===== config.mk =====
export PLATFORM = sky130hd
export DESIGN_NAME = bmsq_out_flat
export DESIGN_NICKNAME = d
export VERILOG_FILES = /design/src/rtl/bmsq_pkg.sv /design/src/rtl/bmsq_if.sv /design/src/rtl/bmsq_out.sv /design/src/flat_wrapper.sv
export SDC_FILE = /design/constraint.sdc
export NUM_CORES = 1
export LEC_CHECK = 0
export BUFFER_PORTS_ARGS = -buffer_cell sky130_fd_sc_hd__buf_2
export CAP_MARGIN = 0
export CORE_MARGIN = 2
export CORE_UTILIZATION = 50
export DETAILED_ROUTE_END_ITERATION = 6
export HOLD_SLACK_MARGIN = 0.02
export MAX_ROUTING_LAYER = met4
export PLACE_DENSITY = 0.82
export SYNTH_ARGS = -nofsm -noshare
export SYNTH_HDL_FRONTEND = slang
export SYNTH_SLANG_ARGS = --single-unit

===== constraint.sdc =====
create_clock -name clk -period 2.5 [get_ports clk]
set_input_delay 0 -clock clk [delete_from_list [all_inputs] [get_ports clk]]
set_output_delay 0 -clock clk [all_outputs]
set_load 0.02 [all_outputs]

===== src/rtl/bmsq_pkg.sv =====
// shared types, constants and helpers for the buzzer melody sequencer
// no dependencies; every other file of the block but bmsq_ram uses this package
package bmsq_pkg;

	// note store geometry, slots per song must be a power of two
	localparam int NOTE_SLOTS = 256;
	localparam int POS_W      = $clog2(NOTE_SLOTS);
	localparam int LEN_W      = POS_W + 1;
	localparam int ADDR_W     = POS_W + 1;
	localparam int STORE_DEPTH = 2 * NOTE_SLOTS;

	// field widths
	localparam int FREQ_W     = 11;
	localparam int MS_W       = 12;
	localparam int LENREG_W   = 9;
	localparam int SLOT_W     = 8;
	localparam int MODE_W     = 3;
	localparam int PPOS_W     = 8;
	localparam int ENTRY_W    = FREQ_W + MS_W;
	localparam int CFG_IDX_W  = 3;
	localparam int CFG_DATA_W = 12;

	// register reset values
	localparam logic [LENREG_W-1:0] RST_SONG1_LEN = LENREG_W'(44);
	localparam logic [LENREG_W-1:0] RST_SONG2_LEN = LENREG_W'(164);
	localparam logic [FREQ_W-1:0]   RST_WARN_FREQ = FREQ_W'(880);
	localparam logic [MS_W-1:0]     RST_WARN_MS   = MS_W'(500);
	localparam logic [FREQ_W-1:0]   RST_ERR_FREQ  = FREQ_W'(1046);
	localparam logic [MS_W-1:0]     RST_ERR_MS    = MS_W'(300);
	localparam logic [MS_W-1:0]     RST_GAP_MS    = MS_W'(300);

	typedef enum logic [MODE_W-1:0] {
		MODE_SILENT  = 3'd0,
		MODE_SONG1   = 3'd1,
		MODE_SONG2   = 3'd2,
		MODE_WARNING = 3'd3,
		MODE_ERROR   = 3'd4
	} mode_t;

	typedef enum logic {
		OP_TICK  = 1'b0,
		OP_WRITE = 1'b1
	} op_t;

	typedef enum logic [CFG_IDX_W-1:0] {
		CFG_SONG1_LEN = 3'd0,
		CFG_SONG2_LEN = 3'd1,
		CFG_WARN_FREQ = 3'd2,
		CFG_WARN_MS   = 3'd3,
		CFG_ERR_FREQ  = 3'd4,
		CFG_ERR_MS    = 3'd5,
		CFG_GAP_MS    = 3'd6
	} cfg_idx_t;

	typedef struct packed {
		logic [LENREG_W-1:0] song1_len;
		logic [LENREG_W-1:0] song2_len;
		logic [FREQ_W-1:0]   warn_freq;
		logic [MS_W-1:0]     warn_ms;
		logic [FREQ_W-1:0]   err_freq;
		logic [MS_W-1:0]     err_ms;
		logic [MS_W-1:0]     gap_ms;
	} cfg_t;

	typedef struct packed {
		logic                op;
		logic [MODE_W-1:0]   requested_mode;
		logic                note_song;
		logic [SLOT_W-1:0]   note_slot;
		logic [FREQ_W-1:0]   note_freq;
		logic [MS_W-1:0]     note_ms;
	} item_t;

	typedef struct packed {
		logic [FREQ_W-1:0] freq;
		logic [MS_W-1:0]   ms;
	} entry_t;

	// result of one item as it leaves the sequencer
	typedef struct packed {
		logic [FREQ_W-1:0] tone;
		logic              from_mem;
		logic [POS_W-1:0]  pos;
		logic              gap;
	} res_t;

	typedef struct packed {
		mode_t            mode;
		logic             mem_live;
		logic [POS_W-1:0] pos;
		logic [MS_W-1:0]  gap_left;
	} status_t;

	// song length register to the number of notes actually played
	function automatic logic [LEN_W-1:0] song_len(input logic [LENREG_W-1:0] r);
		logic [LEN_W-1:0] len;
		if (r == '0) begin
			len = LEN_W'(1);
		end else if (int'(r) > NOTE_SLOTS) begin
			len = LEN_W'(NOTE_SLOTS);
		end else begin
			len = LEN_W'(r);
		end
		return len;
	endfunction

endpackage


===== src/rtl/bmsq_if.sv =====


interface bmsq_out_if;
	logic                           valid;
	logic                           ready;
	logic [bmsq_pkg::FREQ_W-1:0]    tone_freq;
	logic [bmsq_pkg::PPOS_W-1:0]    playing_pos;
	logic                           in_gap;

	modport source (output valid, tone_freq, playing_pos, in_gap, input ready);
	modport sink (input valid, tone_freq, playing_pos, in_gap, output ready);
endinterface



===== src/rtl/bmsq_out.sv =====
// result pipeline: one stage that waits for the store read, then the output register
// depends on bmsq_pkg and bmsq_out_if
module bmsq_out (
	input  logic                        clk,
	input  logic                        arst_n,
	input  logic                        acc,
	input  bmsq_pkg::res_t              res,
	input  logic [bmsq_pkg::FREQ_W-1:0] rd_freq,
	output logic                        in_ready,
	bmsq_out_if.source                  result
);
	import bmsq_pkg::*;

	res_t              res_s1;
	logic              vld_s1;
	logic              vld_s2;
	logic [FREQ_W-1:0] tone_s2;
	logic [PPOS_W-1:0] pos_s2;
	logic              gap_s2;
	logic              adv;

	// stage 1 moves when the output register is free or being drained
	assign adv      = vld_s1 && (!vld_s2 || result.ready);
	assign in_ready = !vld_s1 || adv;

	// valid flags
	always_ff @(posedge clk or negedge arst_n) begin
		if (!arst_n) begin
			vld_s1 <= 1'b0;
			vld_s2 <= 1'b0;
		end else begin
			if (acc) begin
				vld_s1 <= 1'b1;
			end else if (adv) begin
				vld_s1 <= 1'b0;
			end
			if (adv) begin
				vld_s2 <= 1'b1;
			end else if (result.ready) begin
				vld_s2 <= 1'b0;
			end
		end
	end

	// payload, song tone taken from the store read register on the way out
	always_ff @(posedge clk) begin
		if (acc) begin
			res_s1 <= res;
		end
		if (adv) begin
			tone_s2 <= res_s1.from_mem ? rd_freq : res_s1.tone;
			pos_s2  <= PPOS_W'(res_s1.pos);
			gap_s2  <= res_s1.gap;
		end
	end

	assign result.valid       = vld_s2;
	assign result.tone_freq   = tone_s2;
	assign result.playing_pos = pos_s2;
	assign result.in_gap      = gap_s2;

endmodule


===== src/flat_wrapper.sv =====
// flat-port wrapper written by rule: the top's interface ports become plain ports
module bmsq_out_flat import bmsq_pkg::*;
  (clk, arst_n, acc, res, rd_freq, in_ready, result_valid, result_tone_freq, result_playing_pos, result_in_gap, result_ready);
  bmsq_out_if result_i ();
  input  logic clk;
  input  logic arst_n;
  input  logic acc;
  input  bmsq_pkg::res_t res;
  input  logic [bmsq_pkg::FREQ_W-1:0] rd_freq;
  output logic in_ready;
  output wire logic [$bits(result_i.valid)-1:0] result_valid;
  output wire logic [$bits(result_i.tone_freq)-1:0] result_tone_freq;
  output wire logic [$bits(result_i.playing_pos)-1:0] result_playing_pos;
  output wire logic [$bits(result_i.in_gap)-1:0] result_in_gap;
  input wire logic [$bits(result_i.ready)-1:0] result_ready;
  assign result_valid = result_i.valid;
  assign result_tone_freq = result_i.tone_freq;
  assign result_playing_pos = result_i.playing_pos;
  assign result_in_gap = result_i.in_gap;
  assign result_i.ready = result_ready;
  bmsq_out u_core (.clk(clk), .arst_n(arst_n), .acc(acc), .res(res), .rd_freq(rd_freq), .in_ready(in_ready), .result(result_i));
endmodule

# Word-level counts from Yosys, hierarchy flattened
# Index checks and enable logic that the tools add are counted.
[totals]
regBits = 43
inputBits = 36
output_inout_bits = 22
[classes]
n_reduce_logical = 7
n_mux = 5
[ops]
columns = ["operator", "count"]
rows = [
  ["11-bit 2-to-1 mux", 1],
  ["1-bit 2-to-1 mux", 4],
  ["2-bit nonzero test", 2],
  ["1-bit zero test", 2],
  ["1-bit logical OR", 2],
  ["1-bit logical AND", 1],
]

# Logic depth before layout (Yosys ltp)
# Gate-level depths: netlist of run 1.
[logic_depth]
word_depth = 5
depth_mapped = 2
mapped_depth_nobuf = 2

# Least setup slack after synthesis of run 1
# Ideal clock, no wire load.
[synth_path]
path_kind = "register to register"
start = "register u_core.vld_s2, in the netlist u_core.result.valid"
end = "register u_core.gap_s2, in the netlist u_core.result.in_gap (enable)"
stages_incl_launch_ff = 3
arrival_time_ns = 1.096
synth_period_minus_slack_ns = 1.474
required_ns = 2.122
setup_slack_ns = 1.026
path_cell_list = "dfrtp_1 > nand2b_1 > and2_1"
[synth_via]
elab_chain_cells = 3
[synth_rtl]
columns = ["item", "line_no", "text"]
rows = [
  ["start, declared", "bmsq_out.sv:16", "logic vld_s2;"],
  ["start signal, assigned", "bmsq_out.sv:30", "vld_s2 <= 1'b0;"],
  ["start signal, assigned", "bmsq_out.sv:38", "vld_s2 <= 1'b1;"],
  ["start signal, assigned", "bmsq_out.sv:40", "vld_s2 <= 1'b0;"],
  ["1-bit zero test", "bmsq_out.sv:23", "assign adv = vld_s1 && (!vld_s2 || result.ready);"],
  ["1-bit logical OR", "bmsq_out.sv:23", ""],
  ["1-bit logical AND", "bmsq_out.sv:23", ""],
  ["via u_core.adv", "bmsq_out.sv:20", "logic adv;"],
  ["end signal, assigned", "bmsq_out.sv:53", "gap_s2 <= res_s1.gap;"],
  ["end, declared", "bmsq_out.sv:19", "logic gap_s2;"],
]
# The timed path passes the listed nets, and every way through them passes these cells.
# A chain may end at the register's enable or synchronous reset.

# Final worst setup path of run 1
[layout_path]
start = "register u_core.res_s1[9] (netlist bit)"
end = "register u_core.tone_s2[9], in the netlist u_core.result.tone_freq[9], data pin"
[layout_via]
elab_chain_cells = 1
[layout_rtl]
columns = ["item", "line_no", "text"]
rows = [
  ["start, declared", "bmsq_out.sv:14", "res_t res_s1;"],
  ["start signal, assigned", "bmsq_out.sv:48", "res_s1 <= res;"],
  ["11-bit 2-to-1 mux", "bmsq_out.sv:51", "tone_s2 <= res_s1.from_mem ? rd_freq : res_s1.tone;"],
  ["end signal, assigned", "bmsq_out.sv:51", ""],
  ["end, declared", "bmsq_out.sv:17", "logic [FREQ_W-1:0] tone_s2;"],
]
# Every way passes these cells.

==> flow_summary_export.csv, run 1 <==
group,metric,value,unit
worst_setup_path,cpPeakStageDelay,0.80,ns
clock_tree,path_clk_slew,0.12,ns
placed_design,placed_area,1810,um^2
flow_run,cap_violations,0,
worst_setup_path,crit_family,"flip-flops",
clock_tree,cts_buffers,5,
synthesis,synth_compound_gate_area_share,0.504,%
timing,rsz0062_at_grt,"no",
power,seqPwrFrac,63.1,%
floorplanning,dieArea,3430,um^2
floorplanning,die_h,58.6,um
route,via_count,895,
cells_and_area,final_cell_mix,"buf_2, edfxtp_1, dlygate4sd3_1",
floorplanning,ios,58,
hold_path,hold_class,"input pin to flip-flop",
route,drc_errors,5,
worst_setup_path,crit_chain,"mux2_2",
synthesis,synthesis.area,1490,um^2
cells_and_area,layout-drive-gt1-share,47.8,%
synthesis,avgSynthCellArea,24.4,um^2
clock_tree,cts_resized,0,
cells_and_area,finalCoreUtilization,79.1,%
global_route,track_usage,19.0,%
synthesis,synthTopCellsByArea,"edfxtp_1, mux2_4, dfrtp_1",
synthesis,synthCells,61,
synthesis,synthDominantCellAreaShare,82.6,%
floorplanning,fp.coreArea,2810,um^2
worst_setup_path,cp_num_buf_inv,0,
synthesis,syn-num-nets,97,
route,dr.pass1.iters,6,
synthesis,synth.distinct_cells,10,
clock_tree,cts_tree,"built",
power,power_density,631,nW/um^2
route,first_iter_violations,15,
worst_setup_path,worst_path_max_delay_cell,"edfxtp_1",
synthesis,synthXorXnorAreaFrac,0,%
timing,fin_crit_sh,57.2,%
floorplanning,start_util,53.1,%
timing,tns,0,ns
placed_design,hpwl,1670,um
timing,hold_viol_final,0,
power,peakVddDrop,439,uV
worst_setup_path,cp-end-kind,"flip-flop",
clock_tree,cts_num_sinks,43,
timing,finalSetupViolations,0,
clock_tree,h-tree-depth,2,
placed_design,io_buffers,57,
power,p_switching,325,uW
timing,final.min_clock_period,1.43,ns
route,routed_wl,2820,um
timing,skew,0.00618,ns
cells_and_area,final_common_cell,"buf_2",
timing,hold-worst-slack,0.130,ns
power,power,1.40,mW
power,intPower,1.07,mW
power,swShare,23.2,%
timing,max_clock_freq,699,MHz
power,p_clk_share,22.8,%
timing,max_slew_margin,55.6,%
floorplanning,rows,19,
synthesis,synth_top_family_by_area,"multiplexers",
clock_tree,cts_max_path_buffers,2,
global_route,grt_start_max_net_pins,23,
placed_design,dp.cells,149,
worst_setup_path,startpoint_type,"flip-flop",
synthesis,synthMuxAreaShare,10.8,%
run_status,status,"finished with violations",
clock_tree,clk_latency,0.34,ns
cells_and_area,nets,196,
route,postRouteAntennaNets,0,
worst_setup_path,cp_data_required_time,2.61,ns
placed_design,gp_congestion,0.672,
power,p_leak,0.923,nW
run_status,violations,"design-rule violations",
global_route,antenna_found_initial,0,
cells_and_area,fillers,157,
synthesis,synthSimpleGateAreaFrac,1.93,%
clock_tree,root_buffer,"clkbuf_4",
cells_and_area,n_antenna_cell,0,
cells_and_area,fin_area,2220,um^2
synthesis,synth_top_cell_by_area,"edfxtp_1",
placed_design,pre_cts_ws,1.07,ns
cells_and_area,syn2layout_area_growth,48.9,%
synthesis,ys_seq_area_share,86.0,%
cells_and_area,fin_cells,192,
floorplanning,die_w,58.6,um
timing,layout_setup_ws,1.07,ns
synthesis,synthAdderAreaFrac,0,%
worst_setup_path,worstPathArrival,1.54,ns
route,wl_per_cell,14.7,um
worst_setup_path,worst-setup-path-type,"flip-flop to flip-flop",
synthesis,ys_seq_elements,43,
global_route,grt_pass1_vias,955,
worst_setup_path,cp_max_fo,11,
timing,tightestPinTransition,0.666,ns
global_route,grt_pass1_wl,4340,um
power,p_comb_share,14.1,%
timing,slew_violations,0,
global_route,gr-total-overflow,0,
route,vias_per_cell,4.66,
synthesis,yosys_warnings,0,
Yosys cell counts:
| master | number |
|---|---|
| mux2_4 | 10 |
| dfrtp_1 | 2 |
| a21o_1 | 1 |
| edfxtp_1 | 41 |
| buf_6 | 1 |
| nand2_1 | 1 |
| nand2b_1 | 2 |
| and2_1 | 1 |
| mux2_2 | 1 |
| nor2b_1 | 1 |
registers in the layout, indices dropped and copies added (netlist names):
signal                     flops
u_core.result.playing_pos      8
u_core.res_s1                 21
u_core.result.in_gap           1
u_core.vld_s1                  1
u_core.result.tone_freq       11
u_core.result.valid            1
area by class of cell:
class,count,area [um^2],share of cell area (%)
clock buffer,5,37.5,1.69
clock inverter,3,20.0,0.902
multi-input combinational,17,198,8.91
sequential,43,1280,57.8
tap,31,38.8,1.75
timing repair buffer,93,643,29.0
final timing paths:
kind	end	slack (ns)	from	depth (start not counted)
min in group asynchronous	u_core.result.valid	0.52	arst_n	3
worst max register to register	u_core.result.tone_freq[9]	1.07	u_core.res_s1[9]	1
worst min register to register	u_core.result.playing_pos[4]	0.43	u_core.res_s1[5]	0
worst min-delay path	u_core.res_s1[7]	0.13	acc	1
worst max-delay path	u_core.result.tone_freq[9]	1.07	u_core.res_s1[9]	1
max in group asynchronous	u_core.vld_s1	1.84	arst_n	3
power groups by stage:
stage	combinational [mW]	clock, mW	sequential, mW
2_1_floorplan	0.0522	0	0.930
3_3_place_gp	0.149	0	0.895
3_5_place_dp	0.154	0	0.899
4_1_cts	0.197	0.336	0.882
5_1_grt	0.211	0.360	0.890
6_report	0.197	0.320	0.883
metal layers:
metal / up-vias / track usage, % / wire (um)
li1: 433 / - / -
met1: 409 / 17.8 / 982
met2: 44 / 35.2 / 1560
met3: 9 / 4.18 / 171
met4: 0 / 11.0 / 106
met5: - / - / 0
kinds of logic (layout without fill, tap and decap cells):
group | after synthesis | in the layout
muxes | 11 | 11
DFF | 43 | 43
buffers and inverters | 1 | 101
and+or+nand+nor | 5 | 5
AOI/OAI and AO/OA | 1 | 1
repair_timing:
action,in CTS,in global routing
hold buffers,35,0
setup endpoints to repair,0,0
endpoints found under the hold margin,36,0
setup buffers,0,0
Note: power is estimated with default switching activity, not from simulation.
==> run 2, diff against run 1 <==
--- a/config.mk
+++ b/config.mk
@@ -5,14 +5,15 @@
 export SDC_FILE = /design/constraint.sdc
 export NUM_CORES = 1
 export LEC_CHECK = 0
+export ABC_AREA = 1
 export BUFFER_PORTS_ARGS = -buffer_cell sky130_fd_sc_hd__buf_2
 export CAP_MARGIN = 0
 export CORE_MARGIN = 2
-export CORE_UTILIZATION = 50
+export CORE_UTILIZATION = 42
 export DETAILED_ROUTE_END_ITERATION = 6
 export HOLD_SLACK_MARGIN = 0.02
 export MAX_ROUTING_LAYER = met4
-export PLACE_DENSITY = 0.82
+export PLACE_DENSITY = 0.73
 export SYNTH_ARGS = -nofsm -noshare
 export SYNTH_HDL_FRONTEND = slang
 export SYNTH_SLANG_ARGS = --single-unit
==> constraint.sdc (replaced) <==
create_clock -name clk -period 1.2 [get_ports clk]
set_input_delay 0 -clock clk [delete_from_list [all_inputs] [get_ports clk]]
set_output_delay 0 -clock clk [all_outputs]
set_load 0.02 [all_outputs]
==> flow_summary_export.csv, run 2 <==
group,metric,value,unit
synthesis,ys_seq_area_share,85.5,%
hold_path,min-delay-start,"acc",
timing,max_slew_margin,67.1,%
cells_and_area,n_antenna_cell,0,
clock_tree,clk_latency,0.34,ns
floorplanning,ios,58,
synthesis,synth_top_family_by_area,"compound AO/OA/AOI/OAI gates",
global_route,antenna_found_initial,0,
worst_setup_path,cp_data_required_time,1.20,ns
clock_tree,h-tree-depth,2,
worst_setup_path,r2r-end,"u_core.result.tone_freq[8]",
cells_and_area,fin_area,2280,um^2
synthesis,synthTopCellsByArea,"edfxtp_1, inv_1, o21ai_2",
flow_run,cap_violations,0,
global_route,track_usage,16.8,%
cells_and_area,syn2layout_area_growth,52.1,%
timing,max_clock_freq,909,MHz
synthesis,synth_compound_gate_area_share,5.51,%
floorplanning,start_util,44.2,%
cells_and_area,largest_register,"u_core.res_s1",
synthesis,synth_edf_count,41,
timing,skew,0.00865,ns
worst_setup_path,reg2reg_from,"u_core.result.valid",
power,power,2.95,mW
synthesis,synth_top_cell_by_area,"edfxtp_1",
synthesis,ys_seq_elements,43,
clock_tree,cts_tree,"built",
timing,hold-worst-slack,0.113,ns
route,vias_per_cell,4.56,
timing,rsz0062_at_grt,"no",
power,p_leak,0.971,nW
synthesis,synthSimpleGateAreaFrac,4.01,%
floorplanning,dieArea,4060,um^2
clock_tree,cts_max_path_buffers,2,
power,power_density,1300,nW/um^2
timing,fin_crit_sh,91.7,%
cells_and_area,final_common_cell,"buf_2",
cells_and_area,layout-drive-gt1-share,40.9,%
cells_and_area,final_cell_mix,"buf_2, edfxtp_1, dlygate4sd3_1",
worst_setup_path,reg2reg_depth,2,
synthesis,synth_commonest_cells,"edfxtp_1, inv_1, nand2_1",
synthesis,synthCells,86,
synthesis,synthXorXnorAreaFrac,0,%
placed_design,placed_area,1870,um^2
synthesis,synthDominantCellAreaShare,82.1,%
hold_path,hold_class,"input pin to flip-flop",
timing,hold_viol_final,0,
route,drc_errors,0,
floorplanning,rows,21,
global_route,grt_start_max_net_pins,23,
timing,finalSetupViolations,0,
worst_setup_path,cp-end-kind,"output port",
route,dr.pass1.iters,4,
cells_and_area,largest_reg_flops,21,
synthesis,synthAdderAreaFrac,0,%
global_route,grt_pass1_wl,4790,um
synthesis,synth.distinct_cells,11,
worst_setup_path,cp_max_fo,4,
floorplanning,die_h,63.7,um
hold_path,min_to,"u_core.vld_s1",
global_route,gr-total-overflow,0,
global_route,grt_pass1_vias,1103,
worst_setup_path,worst-setup-path-type,"flip-flop to output port",
placed_design,io_buffers,57,
clock_tree,cts_buffers,5,
timing,slew_violations,0,
route,postRouteAntennaNets,0,
run_status,status,"completed",
clock_tree,cts_resized,0,
synthesis,async_reset_ff_share,4.65,%
clock_tree,cts_hold_buf,35,
timing,final.min_clock_period,1.10,ns
synthesis,syn-num-nets,122,
timing,tightestPinTransition,0.494,ns
synthesis,yosys_warnings,0,
route,first_iter_violations,18,
power,peakVddDrop,893,uV
route,routed_wl,3070,um
synthesis,synth_most_common_cell,"edfxtp_1",
cells_and_area,nets,221,
placed_design,hpwl,1880,um
synthesis,synthMuxAreaShare,0,%
clock_tree,root_buffer,"clkbuf_4",
synthesis,synthesis.area,1500,um^2
synthesis,avgSynthCellArea,17.4,um^2
hold_path,min_path_cells,3,
floorplanning,fp.coreArea,3390,um^2
route,wl_per_cell,13.2,um
synthesis,ys.flop_type,"edfxtp_1",
worst_setup_path,reg2reg_slack,0.12,ns
worst_setup_path,worstPathArrival,1.10,ns
clock_tree,path_clk_slew,0.12,ns
worst_setup_path,startpoint_type,"flip-flop",
floorplanning,die_w,63.7,um
clock_tree,cts_setup_buffers,0,
clock_tree,cts_num_sinks,43,
placed_design,gp_congestion,0.767,
timing,tns,0,ns
route,via_count,1057,
## run 2: cell types whose count changed after synthesis, sizes merged, moves of 2 or more
cell | previous run | this run
o21ai | 0 | 11
nand2 | 1 | 14
nand2b | 2 | 0
mux2 | 11 | 0
inv | 0 | 14
## run 2: metal layers
layer,vias to the layer above,track usage (%),wire length [um]
met2,42,29.6,1720
li1,504,-,-
met5,-,-,0
met3,16,4.58,146
met4,0,11.7,140
met1,495,15.6,1060
## run 2: final cells by class
type	instances	area, um^2
Sequential cell	43	1280
Clock buffer	5	37.5
Timing Repair Buffer	94	676
Tap cell	46	57.6
Fill cell	238	1110
Inverter	14	52.6
Clock inverter	3	20.0
Multi-Input combinational cell	27	154
## run 2: worst max-delay path, cell delays in order (launching register included)
cell and delay, ns:
dfrtp_2 0.46, nand3_1 0.12, buf_2 0.17
## run 2: logic make-up (layout without fill, tap and decap cells)
group           after synthesis  count (layout)
buf+inv                      16             116
compound gates               12              12
flops                        43              43
simple gates                 15              15
## run 2: metrics by stage
stage | instances | worst slack (ns) | util, %
after floorplan | 86 | -0.0625 | -
after global placement | 189 | 0.168 | 55.2
after detailed placement | 189 | 0.134 | 55.2
after CTS | 232 | 0.0822 | 67.3
after global routing | 232 | 0.0327 | 67.3
final | 232 | 0.0996 | 67.3
## run 2: worst max-delay path by stage
| stage | start | end | slack, ns | cells after the start |
|---|---|---|---|---|
| 3_5_place_dp | u_core.result.valid | u_core.result.playing_pos[0] | 0.13 | 2 |
| 3_3_place_gp | u_core.result.valid | u_core.result.tone_freq[4] | 0.17 | 2 |
| 2_1_floorplan | u_core.result.valid | u_core.result.in_gap | -0.06 | 1 |
| 5_1_grt | u_core.result.valid | in_ready | 0.03 | 2 |
| 6_report | u_core.result.valid | in_ready | 0.1 | 2 |
| 4_1_cts | u_core.result.valid | in_ready | 0.08 | 2 |
## run 2: report_power, final
group          switching (mW)  total [mW]  internal, mW
clock network           0.454       0.678         0.224
logic                   0.236       0.444         0.209
registers              0.0373        1.83          1.79
