--- src/rtl/bmsq_pkg.sv ---
// shared types, constants and helpers for the buzzer melody sequencer
// no dependencies; every other file of the block but bmsq_ram uses this package
package bmsq_pkg;

	// note store geometry, slots per song must be a power of two
	localparam int NOTE_SLOTS = 256;
	localparam int POS_W      = $clog2(NOTE_SLOTS);
	localparam int LEN_W      = POS_W + 1;
	localparam int ADDR_W     = POS_W + 1;
	localparam int STORE_DEPTH = 2 * NOTE_SLOTS;

	// field widths
	localparam int FREQ_W     = 11;
	localparam int MS_W       = 12;
	localparam int LENREG_W   = 9;
	localparam int SLOT_W     = 8;
	localparam int MODE_W     = 3;
	localparam int PPOS_W     = 8;
	localparam int ENTRY_W    = FREQ_W + MS_W;
	localparam int CFG_IDX_W  = 3;
	localparam int CFG_DATA_W = 12;

	// register reset values
	localparam logic [LENREG_W-1:0] RST_SONG1_LEN = LENREG_W'(44);
	localparam logic [LENREG_W-1:0] RST_SONG2_LEN = LENREG_W'(164);
	localparam logic [FREQ_W-1:0]   RST_WARN_FREQ = FREQ_W'(880);
	localparam logic [MS_W-1:0]     RST_WARN_MS   = MS_W'(500);
	localparam logic [FREQ_W-1:0]   RST_ERR_FREQ  = FREQ_W'(1046);
	localparam logic [MS_W-1:0]     RST_ERR_MS    = MS_W'(300);
	localparam logic [MS_W-1:0]     RST_GAP_MS    = MS_W'(300);

	typedef enum logic [MODE_W-1:0] {
		MODE_SILENT  = 3'd0,
		MODE_SONG1   = 3'd1,
		MODE_SONG2   = 3'd2,
		MODE_WARNING = 3'd3,
		MODE_ERROR   = 3'd4
	} mode_t;

	typedef enum logic {
		OP_TICK  = 1'b0,
		OP_WRITE = 1'b1
	} op_t;

	typedef enum logic [CFG_IDX_W-1:0] {
		CFG_SONG1_LEN = 3'd0,
		CFG_SONG2_LEN = 3'd1,
		CFG_WARN_FREQ = 3'd2,
		CFG_WARN_MS   = 3'd3,
		CFG_ERR_FREQ  = 3'd4,
		CFG_ERR_MS    = 3'd5,
		CFG_GAP_MS    = 3'd6
	} cfg_idx_t;

	typedef struct packed {
		logic [LENREG_W-1:0] song1_len;
		logic [LENREG_W-1:0] song2_len;
		logic [FREQ_W-1:0]   warn_freq;
		logic [MS_W-1:0]     warn_ms;
		logic [FREQ_W-1:0]   err_freq;
		logic [MS_W-1:0]     err_ms;
		logic [MS_W-1:0]     gap_ms;
	} cfg_t;

	typedef struct packed {
		logic                op;
		logic [MODE_W-1:0]   requested_mode;
		logic                note_song;
		logic [SLOT_W-1:0]   note_slot;
		logic [FREQ_W-1:0]   note_freq;
		logic [MS_W-1:0]     note_ms;
	} item_t;

	typedef struct packed {
		logic [FREQ_W-1:0] freq;
		logic [MS_W-1:0]   ms;
	} entry_t;

	// result of one item as it leaves the sequencer
	typedef struct packed {
		logic [FREQ_W-1:0] tone;
		logic              from_mem;
		logic [POS_W-1:0]  pos;
		logic              gap;
	} res_t;

	typedef struct packed {
		mode_t            mode;
		logic             mem_live;
		logic [POS_W-1:0] pos;
		logic [MS_W-1:0]  gap_left;
	} status_t;

	// song length register to the number of notes actually played
	function automatic logic [LEN_W-1:0] song_len(input logic [LENREG_W-1:0] r);
		logic [LEN_W-1:0] len;
		if (r == '0) begin
			len = LEN_W'(1);
		end else if (int'(r) > NOTE_SLOTS) begin
			len = LEN_W'(NOTE_SLOTS);
		end else begin
			len = LEN_W'(r);
		end
		return len;
	endfunction

endpackage

--- src/rtl/bmsq_if.sv ---


interface bmsq_cfg_if;
	logic                             valid;
	logic                             ready;
	logic [bmsq_pkg::CFG_IDX_W-1:0]   index;
	logic [bmsq_pkg::CFG_DATA_W-1:0]  data;

	modport source (output valid, index, data, input ready);
	modport sink (input valid, index, data, output ready);
endinterface

--- src/rtl/bmsq_cfg.sv ---
// configuration register file of the buzzer melody sequencer
// depends on bmsq_pkg and bmsq_cfg_if
module bmsq_cfg (
	input  logic           clk,
	input  logic           arst_n,
	bmsq_cfg_if.sink       cfg,
	output bmsq_pkg::cfg_t regs
);
	import bmsq_pkg::*;

	cfg_t regs_q;

	// writes are always taken
	assign cfg.ready = 1'b1;

	// register writes, unknown indexes are dropped
	always_ff @(posedge clk or negedge arst_n) begin
		if (!arst_n) begin
			regs_q.song1_len <= RST_SONG1_LEN;
			regs_q.song2_len <= RST_SONG2_LEN;
			regs_q.warn_freq <= RST_WARN_FREQ;
			regs_q.warn_ms   <= RST_WARN_MS;
			regs_q.err_freq  <= RST_ERR_FREQ;
			regs_q.err_ms    <= RST_ERR_MS;
			regs_q.gap_ms    <= RST_GAP_MS;
		end else if (cfg.valid) begin
			case (cfg.index)
				CFG_SONG1_LEN: regs_q.song1_len <= cfg.data[LENREG_W-1:0];
				CFG_SONG2_LEN: regs_q.song2_len <= cfg.data[LENREG_W-1:0];
				CFG_WARN_FREQ: regs_q.warn_freq <= cfg.data[FREQ_W-1:0];
				CFG_WARN_MS:   regs_q.warn_ms   <= cfg.data[MS_W-1:0];
				CFG_ERR_FREQ:  regs_q.err_freq  <= cfg.data[FREQ_W-1:0];
				CFG_ERR_MS:    regs_q.err_ms    <= cfg.data[MS_W-1:0];
				CFG_GAP_MS:    regs_q.gap_ms    <= cfg.data[MS_W-1:0];
				default: ;
			endcase
		end
	end

	assign regs = regs_q;

endmodule

--- src/flat_wrapper.sv ---
// flat-port wrapper written by rule: the top's interface ports become plain ports
module bmsq_cfg_flat import bmsq_pkg::*;
  (clk, arst_n, regs, cfg_valid, cfg_index, cfg_data, cfg_ready);
  bmsq_cfg_if cfg_i ();
  input  logic clk;
  input  logic arst_n;
  output bmsq_pkg::cfg_t regs;
  input wire logic [$bits(cfg_i.valid)-1:0] cfg_valid;
  input wire logic [$bits(cfg_i.index)-1:0] cfg_index;
  input wire logic [$bits(cfg_i.data)-1:0] cfg_data;
  output wire logic [$bits(cfg_i.ready)-1:0] cfg_ready;
  assign cfg_i.valid = cfg_valid;
  assign cfg_i.index = cfg_index;
  assign cfg_i.data = cfg_data;
  assign cfg_ready = cfg_i.ready;
  bmsq_cfg u_core (.clk(clk), .arst_n(arst_n), .cfg(cfg_i), .regs(regs));
endmodule
--- config.mk ---
export PLATFORM = sky130hd
export DESIGN_NAME = bmsq_cfg_flat
export DESIGN_NICKNAME = d
export VERILOG_FILES = /design/src/rtl/bmsq_pkg.sv /design/src/rtl/bmsq_if.sv /design/src/rtl/bmsq_cfg.sv /design/src/flat_wrapper.sv
export SDC_FILE = /design/constraint.sdc
export NUM_CORES = 1
export LEC_CHECK = 0
export BUFFER_PORTS_ARGS = -buffer_cell sky130_fd_sc_hd__buf_2
export CAP_MARGIN = 10
export CORE_ASPECT_RATIO = 0.8
export CORE_MARGIN = 2
export CORE_UTILIZATION = 54
export CTS_CLUSTER_SIZE = 20
export DETAILED_ROUTE_END_ITERATION = 8
export PLACE_DENSITY = 0.87
export SETUP_SLACK_MARGIN = 0.2
export SYNTH_ARGS = -nofsm -noshare
export SYNTH_HDL_FRONTEND = slang
export SYNTH_SLANG_ARGS = --single-unit
--- constraint.sdc ---
create_clock -name clk -period 1.1 [get_ports clk]
set_input_delay 0.22 -clock clk [delete_from_list [all_inputs] [get_ports clk]]
set_output_delay 0.22 -clock clk [all_outputs]
set_load 0.005 [all_outputs]
### Yosys cells after proc, flatten, opt, wreduce, memory -nomap -nowiden

Index checks and enable logic that the tools add are counted.

| storage, ports and cells | value |
|---|---|
| bits of input ports | 18 |
| output and inout bits | 77 |
| word-level logic and storage cells | 21 |
| flip-flop bits (word level) | 76 |

| cells by class | value |
|---|---|
| reductions and logical operators | 8 |
| equality and inequality tests | 6 |

Operators by type and width:

| cell | number |
|---|---|
| $reduce_and 2->1 | 7 |
| $eq 3x3->1 const B | 3 |
| $eq 3x2->1 const B | 2 |
| $eq 3x1->1 const B | 1 |
| $logic_not 3->1 | 1 |

### Depth between registers and ports, before layout

Gate-level depths: netlist of the first run.

| logic depth | value |
|---|---|
| word-level depth | 2 |
| mapped depth | 3 |
| mapped depth without buffers | 2 |

### Least setup slack after synthesis of the first run

No wires, ideal clock.

| timing | value |
|---|---|
| path type | input port to flip-flop |
| start | input port cfg_index[1] |
| end | register u_core.regs_q, in the netlist u_core.regs[67] |
| arrival | 1.083 ns |
| path slack | -0.108 ns |
| stages | 2 |
| required time | 0.975 ns |
| library setup time | 0.125 ns |
| path buffers | 0 |
| cell sequence | nor4b_4 > mux2_2 |

| between the ends | value |
|---|---|
| longest elaborated chain between the ends | 2 |

RTL lines:

| what | line | source |
|---|---|---|
| from (decl) | flat_wrapper.sv:9 | `input wire logic [$bits(cfg_i.index)-1:0] cfg_index;` |
| $logic_not 3->1 | bmsq_cfg.sv:27 | `case (cfg.index)` |
| $reduce_and 2->1 (no source line) | n/a |  |
| to (decl) | bmsq_cfg.sv:11 | `cfg_t regs_q;` |

No other way between the ends.
A chain may end at the register's enable or synchronous reset.

### Final worst setup path of the first run

| timing | value |
|---|---|
| start | register u_core.regs_q, in the netlist u_core.regs[52] |
| end | output port regs[52] in the netlist's numbering |

RTL lines:

| what | line | source |
|---|---|---|
| to (decl) | flat_wrapper.sv:7 | `output bmsq_pkg::cfg_t regs;` |

No word-level cell between the ends.

==> results of run 1 <==
## logic make-up after synthesis
family	count (synthesis)	share of synthesized area, %
muxes	76	29.3
DFF	76	66.3
and+or+nand+nor	7	3.00
buffers and inverters	7	1.28
other	1	0.128
## what timing repair did
action                     CTS  global route
resized for setup           22            42
setup endpoints to repair  106            98
gates cloned                 1             0
pin swaps                    3             2
hold buffers                 1             0
hold endpoints to repair    47             0
setup buffers               20            23
## path summary, 6_finish.rpt
path	depth (start not counted)	startpoint	slack [ns]	to
worst max-delay path	1	u_core.regs[52]	-0.14	regs[52]
worst min-delay path	2	cfg_data[11]	0.14	u_core.regs[46]
worst max register to register	3	u_core.regs[64]	0.07	u_core.regs[64]
worst min register to register	1	u_core.regs[9]	0.51	u_core.regs[9]
max in group asynchronous	3	arst_n	0.33	u_core.regs[2]
min in group asynchronous	3	arst_n	0.43	u_core.regs[64]
## synthesized netlist by cell type
library cell	count
nand4b_1	3
buf_2	6
dfrtp_1	47
buf_4	1
mux2_2	76
nor4b_4	1
and4bb_2	3
dfstp_2	29
conb_1	1
## report_power, final
part | internal, W | leakage, nW | switching (W) | total, W
combinational | 0.00179 | 1.23 | 0.000885 | 0.00267
sequential | 0.00358 | 0.869 | 0.000416 | 0.00400
clock | 0.00151 | 0.109 | 0.00106 | 0.00257
total | 0.00688 | 2.21 | 0.00236 | 0.00924
## through the flow
step / area (sq um) / total power (W) / cells / util (%)
floorplan: 3080 / 0.00473 / 167 / -
global placement: 3690 / 0.00559 / 329 / 72.0
detailed placement: 3690 / 0.00565 / 329 / 72.0
CTS: 4210 / 0.00855 / 367 / 82.1
global route: 4560 / 0.00962 / 390 / 89.0
finish: 4560 / 0.00924 / 390 / 89.0
## layout make-up
cell class                 count  area, sq um
timing repair buffer         152         1190
tap                           62         77.6
clock inverter                 6          113
sequential                    76         1940
multi-input combinational     84         1110
fill                         204          566
clock buffer                  10          128
## metal layers
layer  share of wire [%]  vias to the layer above  global-route usage [%]
met5                   0                        -                       0
met4                 2.5                        0                    10.4
met3                 6.9                       23                    11.0
met2                  49                       97                    37.9
met1                  42                     1085                    31.2
li1                    -                      920                       -
==> flow_metrics.env, run 1 <==
export IMPL_outcome="complete, but fails checks"
export IMPL_final_setup_tns_ns=-3.63
export IMPL_clockBufferDepth=2
export IMPL_grt_max_degree=77
export IMPL_grt_pass1_vias=2104
export IMPL_vias_per_cell=5.45
export IMPL_yosysTopAreaCell="dfrtp_1"
export IMPL_worstPathArrival_ns=1.02
export IMPL_syn_num_nets=185
export IMPL_layout_drive_gt1_share_pct=83.8
export IMPL_required_ns=0.88
export IMPL_slowest_stage="dfstp_2"
export IMPL_grt_setup_unrepaired="yes"
export IMPL_cts_root_buf="clkbuf_8"
export IMPL_synth_area_leaders="dfrtp_1 40%, mux2_2 29%, dfstp_2 26%"
export IMPL_largest_reg_flops=76
export IMPL_worstPathCellList="buf_6"
export IMPL_drt_wl_total_um=8450
export IMPL_ys_types=9
export IMPL_finalClockSkew_ns=0
export IMPL_antenna_left=0
export IMPL_clk_transition_reported_paths_ns=0.08
export IMPL_path_buf_inv=1
export IMPL_maxCapViolations=0
export IMPL_start_util_pct=57.1
export IMPL_postSynthAreaPerCell_sq_um=17.5
export IMPL_timing_final_crit_share_pct=113
export IMPL_drtPass1Iterations=4
export IMPL_total_leakage_power_nw=2.21
export IMPL_cts_tree="done"
export IMPL_clkLatencyLatePin_ns=0.35
export IMPL_die_h_um=69.8
export IMPL_grt_pass1_wl_um=11100
export IMPL_gp_congestion=0.759
export IMPL_path_max_fanout=2
export IMPL_yosysSeqAreaShare_pct=66.3
export IMPL_hpwlAfterDp_um=4320
export IMPL_grt_usage_pct=24.9
export IMPL_cts_sinks=76
export IMPL_violations="negative setup slack"
export IMPL_mappedNetlistArea_sq_um=2920
export IMPL_drt_iter0_drc=86
export IMPL_nets=341
export IMPL_drc=0
export IMPL_die_w_um=86.3
export IMPL_area_growth_pct=55.9
export IMPL_whs_ns=0.144
export IMPL_die_area_sq_um=6020
export IMPL_io_buffers=93
export IMPL_ys_warn_count=0
export IMPL_finalMaxSlewViolations=0
export IMPL_wl_per_cell_um=21.7
export IMPL_start_kind="flop"
export IMPL_vdd_ir_drop_max_mv=1.30
export IMPL_critPathMaxStageDelay_ns=0.56
export IMPL_path_class="flop to output pin"
export IMPL_power_density_nw_per_um2=2030
export IMPL_ios=95
export IMPL_setup_viol=50
export IMPL_end_kind="output pin"
export IMPL_final_cell_mix="74 x buf_2, 47 x dfrtp_1, 43 x buf_6"
export IMPL_fp_coreArea_sq_um=5120
export IMPL_holdCritPathClass="input port to flop"
export IMPL_yosys_area_top_type_share_pct=40.2
export IMPL_hold_violations=0
export IMPL_antenna_found_initial=0
export IMPL_cts_htree_levels=3
export IMPL_fmax_mhz=808
export IMPL_numCtsBuffers=9
export IMPL_num_vias=2125
export IMPL_fin_ws_ns=-0.138
export IMPL_final_common_cell="buf_2"
export IMPL_post_route_min_period_ns=1.24
export IMPL_syn_inst=167
export IMPL_crit_family="flip-flops"
export IMPL_n_antenna_cell=0
export IMPL_grt_overflow=0
export IMPL_dpl_worst_slack_ns=-0.226
export IMPL_num_rows=23
export IMPL_ys_seq_elements=76
Power figures use the tool's default switching activity.
==> run 2: changes to the inputs <==
clock period = 1.5 ns   (was 1.1 ns; I/O delays follow)
==> flow_metrics.env, run 2 (same netlist as run 1, synthesis figures left out) <==
export IMPL_grt_usage_pct=22.1
export IMPL_nets=299
export IMPL_power_density_nw_per_um2=1450
export IMPL_final_setup_tns_ns=0
export IMPL_start_util_pct=57.1
export IMPL_cts_tree="done"
export IMPL_timing_final_crit_share_pct=85.6
export IMPL_hpwlAfterDp_um=4480
export IMPL_gp_congestion=0.734
export IMPL_end_kind="output pin"
export IMPL_maxCapViolations=0
export IMPL_largest_reg_flops=76
export IMPL_worstPathArrival_ns=0.98
export IMPL_holdCritPathClass="input port to flop"
export IMPL_vias_per_cell=5.32
export IMPL_required_ns=1.20
export IMPL_drtPass1Iterations=4
export IMPL_drt_wl_total_um=6340
export IMPL_total_leakage_power_nw=1.79
export IMPL_clockBufferDepth=2
export IMPL_grt_setup_unrepaired="yes"
export IMPL_setup_viol=0
export IMPL_cts_root_buf="clkbuf_8"
export IMPL_numCtsBuffers=9
export IMPL_cts_sinks=76
export IMPL_drt_iter0_drc=80
export IMPL_worstPathCellList="buf_6"
export IMPL_clk_transition_reported_paths_ns=0.07
export IMPL_hold_violations=0
export IMPL_final_common_cell="buf_2"
export IMPL_antenna_left=0
export IMPL_path_buf_inv=1
export IMPL_crit_family="flip-flops"
export IMPL_finalMaxSlewViolations=0
export IMPL_grt_overflow=0
export IMPL_wl_per_cell_um=18.2
export IMPL_vdd_ir_drop_max_mv=0.844
export IMPL_grt_pass1_vias=1937
export IMPL_outcome="finished clean"
export IMPL_grt_max_degree=77
export IMPL_path_max_fanout=2
export IMPL_fmax_mhz=779
export IMPL_area_growth_pct=30.8
export IMPL_io_buffers=93
export IMPL_num_rows=23
export IMPL_clkLatencyLatePin_ns=0.33
export IMPL_slowest_stage="dfstp_2"
export IMPL_drc=0
export IMPL_start_kind="flop"
export IMPL_final_cell_mix="81 x buf_2, 76 x mux2_2, 47 x dfrtp_1"
export IMPL_n_antenna_cell=0
export IMPL_fp_coreArea_sq_um=5120
export IMPL_layout_drive_gt1_share_pct=80.1
export IMPL_cts_htree_levels=3
export IMPL_path_class="flop to output pin"
export IMPL_die_area_sq_um=6020
export IMPL_critPathMaxStageDelay_ns=0.55
export IMPL_antenna_found_initial=0
export IMPL_die_w_um=86.3
export IMPL_ios=95
export IMPL_finalClockSkew_ns=0
export IMPL_whs_ns=0.237
export IMPL_die_h_um=69.8
export IMPL_post_route_min_period_ns=1.28
export IMPL_num_vias=1851
export IMPL_grt_pass1_wl_um=9940
run 2: path summary, 6_finish.rpt:
kind / start / endpoint / slack (ns) / depth (start not counted)
setup / recovery: u_core.regs[70] / regs[70] / 0.22 / 1
hold / removal: cfg_data[11] / u_core.regs[46] / 0.24 / 2
setup reg to reg: u_core.regs[41] / u_core.regs[41] / 0.68 / 2
hold reg to reg: u_core.regs[0] / u_core.regs[0] / 0.50 / 1
max in group asynchronous: arst_n / u_core.regs[15] / 0.62 / 3
min in group asynchronous: arst_n / u_core.regs[35] / 0.52 / 3
run 2: where the power goes:
group	switching (W)	total, W	internal [W]	leakage (nW)
clock	0.000673	0.00144	0.000771	0.0887
sequential	0.000248	0.00288	0.00263	0.869
combinational	0.000453	0.00121	0.000758	0.833
total	0.00137	0.00553	0.00416	1.79
run 2: timing repair:
action / 4_1_cts / 5_1_grt
setup endpoints to repair: 9 / 28
setup buffers: 1 / 0
hold buffers: 1 / 0
gates resized for setup: 2 / 10
endpoints found under the hold margin: 34 / 0
run 2: per-layer routing:
metal,vias up,track usage (%),share of wire [%]
li1,826,-,-
met1,950,27.9,43
met2,75,35.4,49
met3,0,9.88,8.1
met4,0,4.69,0
met5,-,0,0
run 2: final cells by class:
type	count	area [sq um]
repair buffers	110	683
clock inverters	2	35.0
multi-input cells	84	947
flip-flops and latches	76	1940
fillers	340	1300
clock buffers	14	143
well taps	62	77.6
run 2: metrics by stage:
| step | total power (W) | instances | worst slack [ns] | cell area, sq um | utilization (%) |
|---|---|---|---|---|---|
| 2_1_floorplan | 0.00335 | 167 | 0.212 | 2920 | - |
| 3_3_place_gp | 0.00396 | 330 | 0.111 | 3550 | 69.4 |
| 3_5_place_dp | 0.00403 | 330 | 0.0708 | 3550 | 69.4 |
| 4_1_cts | 0.00552 | 348 | 0.188 | 3760 | 73.4 |
| 5_1_grt | 0.00583 | 348 | 0.173 | 3820 | 74.6 |
| 6_report | 0.00553 | 348 | 0.216 | 3820 | 74.6 |
run 2: worst reg2reg max path: stages, from the launching register on:
cell and delay, ns:
dfstp_2 0.37, buf_4 0.12, mux2_2 0.26
==> run 3: changes to the inputs <==
GPL_TIMING_DRIVEN = 0   (was unset)
==> flow_metrics.env, run 3 (same netlist as run 1, synthesis figures left out) <==
export IMPL_seq_area_sq_um=1940
export IMPL_cts_sinks=76
export IMPL_hpwlAfterDp_um=4050
export IMPL_slowest_stage="dfstp_2"
export IMPL_worstPathCellList="buf_2"
export IMPL_grt_overflow=0
export IMPL_start_util_pct=57.1
export IMPL_placedCellCount=322
export IMPL_ios=95
export IMPL_cts_htree_levels=3
export IMPL_multi_input_area_sq_um=947
export IMPL_path_buf_inv=1
export IMPL_clockBufferDepth=2
export IMPL_fin_area_sq_um=3760
export IMPL_num_rows=23
export IMPL_drtPass1Iterations=4
export IMPL_die_w_um=86.3
export IMPL_grt_max_degree=77
export IMPL_antenna_left=0
export IMPL_io_buffers=93
export IMPL_fp_coreArea_sq_um=5120
export IMPL_power_density_nw_per_um2=1460
export IMPL_antenna_found_initial=0
export IMPL_timing_final_crit_share_pct=85.8
export IMPL_largest_reg_flops=76
export IMPL_required_ns=1.20
export IMPL_num_vias=1818
export IMPL_worstPathArrival_ns=0.99
export IMPL_grt_pass1_wl_um=9530
export IMPL_end_kind="output pin"
export IMPL_path_class="flop to output pin"
export IMPL_outcome="finished clean"
export IMPL_finalClockSkew_ns=0
export IMPL_total_leakage_power_nw=1.76
export IMPL_cts_tree="done"
export IMPL_vdd_ir_drop_max_mv=0.901
export IMPL_whs_ns=0.0706
export IMPL_cts_root_buf="clkbuf_8"
export IMPL_post_route_min_period_ns=1.29
export IMPL_setup_viol=0
export IMPL_utilization_pct=73.4
export IMPL_final_cells=341
export IMPL_grt_setup_unrepaired="yes"
export IMPL_slew_headroom_pct=39.3
export IMPL_numCtsBuffers=9
export IMPL_path_max_fanout=2
export IMPL_wl_per_cell_um=17.8
export IMPL_final_cell_mix="84 x buf_2, 76 x mux2_2, 47 x dfrtp_1"
export IMPL_maxCapViolations=0
export IMPL_nets=292
export IMPL_vias_per_cell=5.33
export IMPL_grt_pass1_vias=1843
export IMPL_critPathMaxStageDelay_ns=0.53
export IMPL_worst_pin_slew_ns=0.911
export IMPL_holdCritPathClass="input port to async pin"
export IMPL_clk_transition_reported_paths_ns=0.07
export IMPL_finalMaxSlewViolations=0
export IMPL_clkLatencyLatePin_ns=0.34
export IMPL_hold_violations=0
export IMPL_start_kind="flop"
export IMPL_die_h_um=69.8
export IMPL_fmax_mhz=777
export IMPL_n_fill_cell=362
export IMPL_n_antenna_cell=0
export IMPL_drc=0
export IMPL_drt_iter0_drc=54
export IMPL_drt_wl_total_um=6060
export IMPL_gp_congestion=0.737
export IMPL_crit_family="flip-flops"
export IMPL_die_area_sq_um=6020
export IMPL_area_growth_pct=28.6
export IMPL_place_area_sq_um=3470
export IMPL_layout_drive_gt1_share_pct=80.6
export IMPL_final_common_cell="buf_2"
export IMPL_grt_usage_pct=21.3
run 3: cell types whose count changed in the layout (fill, tap and decap cells not counted), sizes merged:
cell         change
buf              -6
bufinv           -1
clkbuf           +1
dlygate4sd3      -1
run 3: timing repair:
item	4_1_cts	5_1_grt
setup endpoints to repair	17	25
pin swaps	1	0
buffers inserted	3	0
resized for setup	4	10
hold buffers	0	0
run 3: final timing paths:
check	start	endpoint	slack (ns)	cells after the start
setup / recovery	u_core.regs[52]	regs[52]	0.21	1
hold / removal	arst_n	u_core.regs[12]	0.07	1
setup reg to reg	u_core.regs[56]	u_core.regs[56]	0.69	2
hold reg to reg	u_core.regs[10]	u_core.regs[10]	0.50	1
max in group asynchronous	arst_n	u_core.regs[71]	0.81	1
min in group clk	cfg_data[11]	u_core.regs[23]	0.22	2
run 3: per-layer routing:
layer | share of wire, % | track usage [%] | vias up
met4 | 1.1 | 7.81 | 0
met1 | 43 | 27.3 | 926
met2 | 48 | 34.0 | 75
met3 | 7.7 | 7.02 | 5
li1 | - | - | 812
met5 | 0 | 0 | -
run 3: final cells by class:
class	instances	area share [%]
clock inverter	1	0.133
multi-input combinational	84	25.2
tap	62	2.06
buffer	7	0.998
clock buffer	15	4.69
timing repair buffer	96	15.4
sequential	76	51.5
run 3: metrics by stage:
step | setup WS [ns] | TNS [ns] | power, W
floorplan | 0.212 | 0 | 0.00335
detailed placement | -0.280 | -3.29 | 0.00400
global route | 0.175 | 0 | 0.00577
CTS | 0.188 | 0 | 0.00547
global placement | -0.271 | -14.87 | 0.00393
finish | 0.212 | 0 | 0.00547
run 3: report_power, final:
part | total (W) | switching (W) | internal, W
Sequential | 0.00287 | 0.000239 | 0.00263
Clock | 0.00139 | 0.000657 | 0.000737
Combinational | 0.00121 | 0.000454 | 0.000759
Total | 0.00547 | 0.00135 | 0.00412
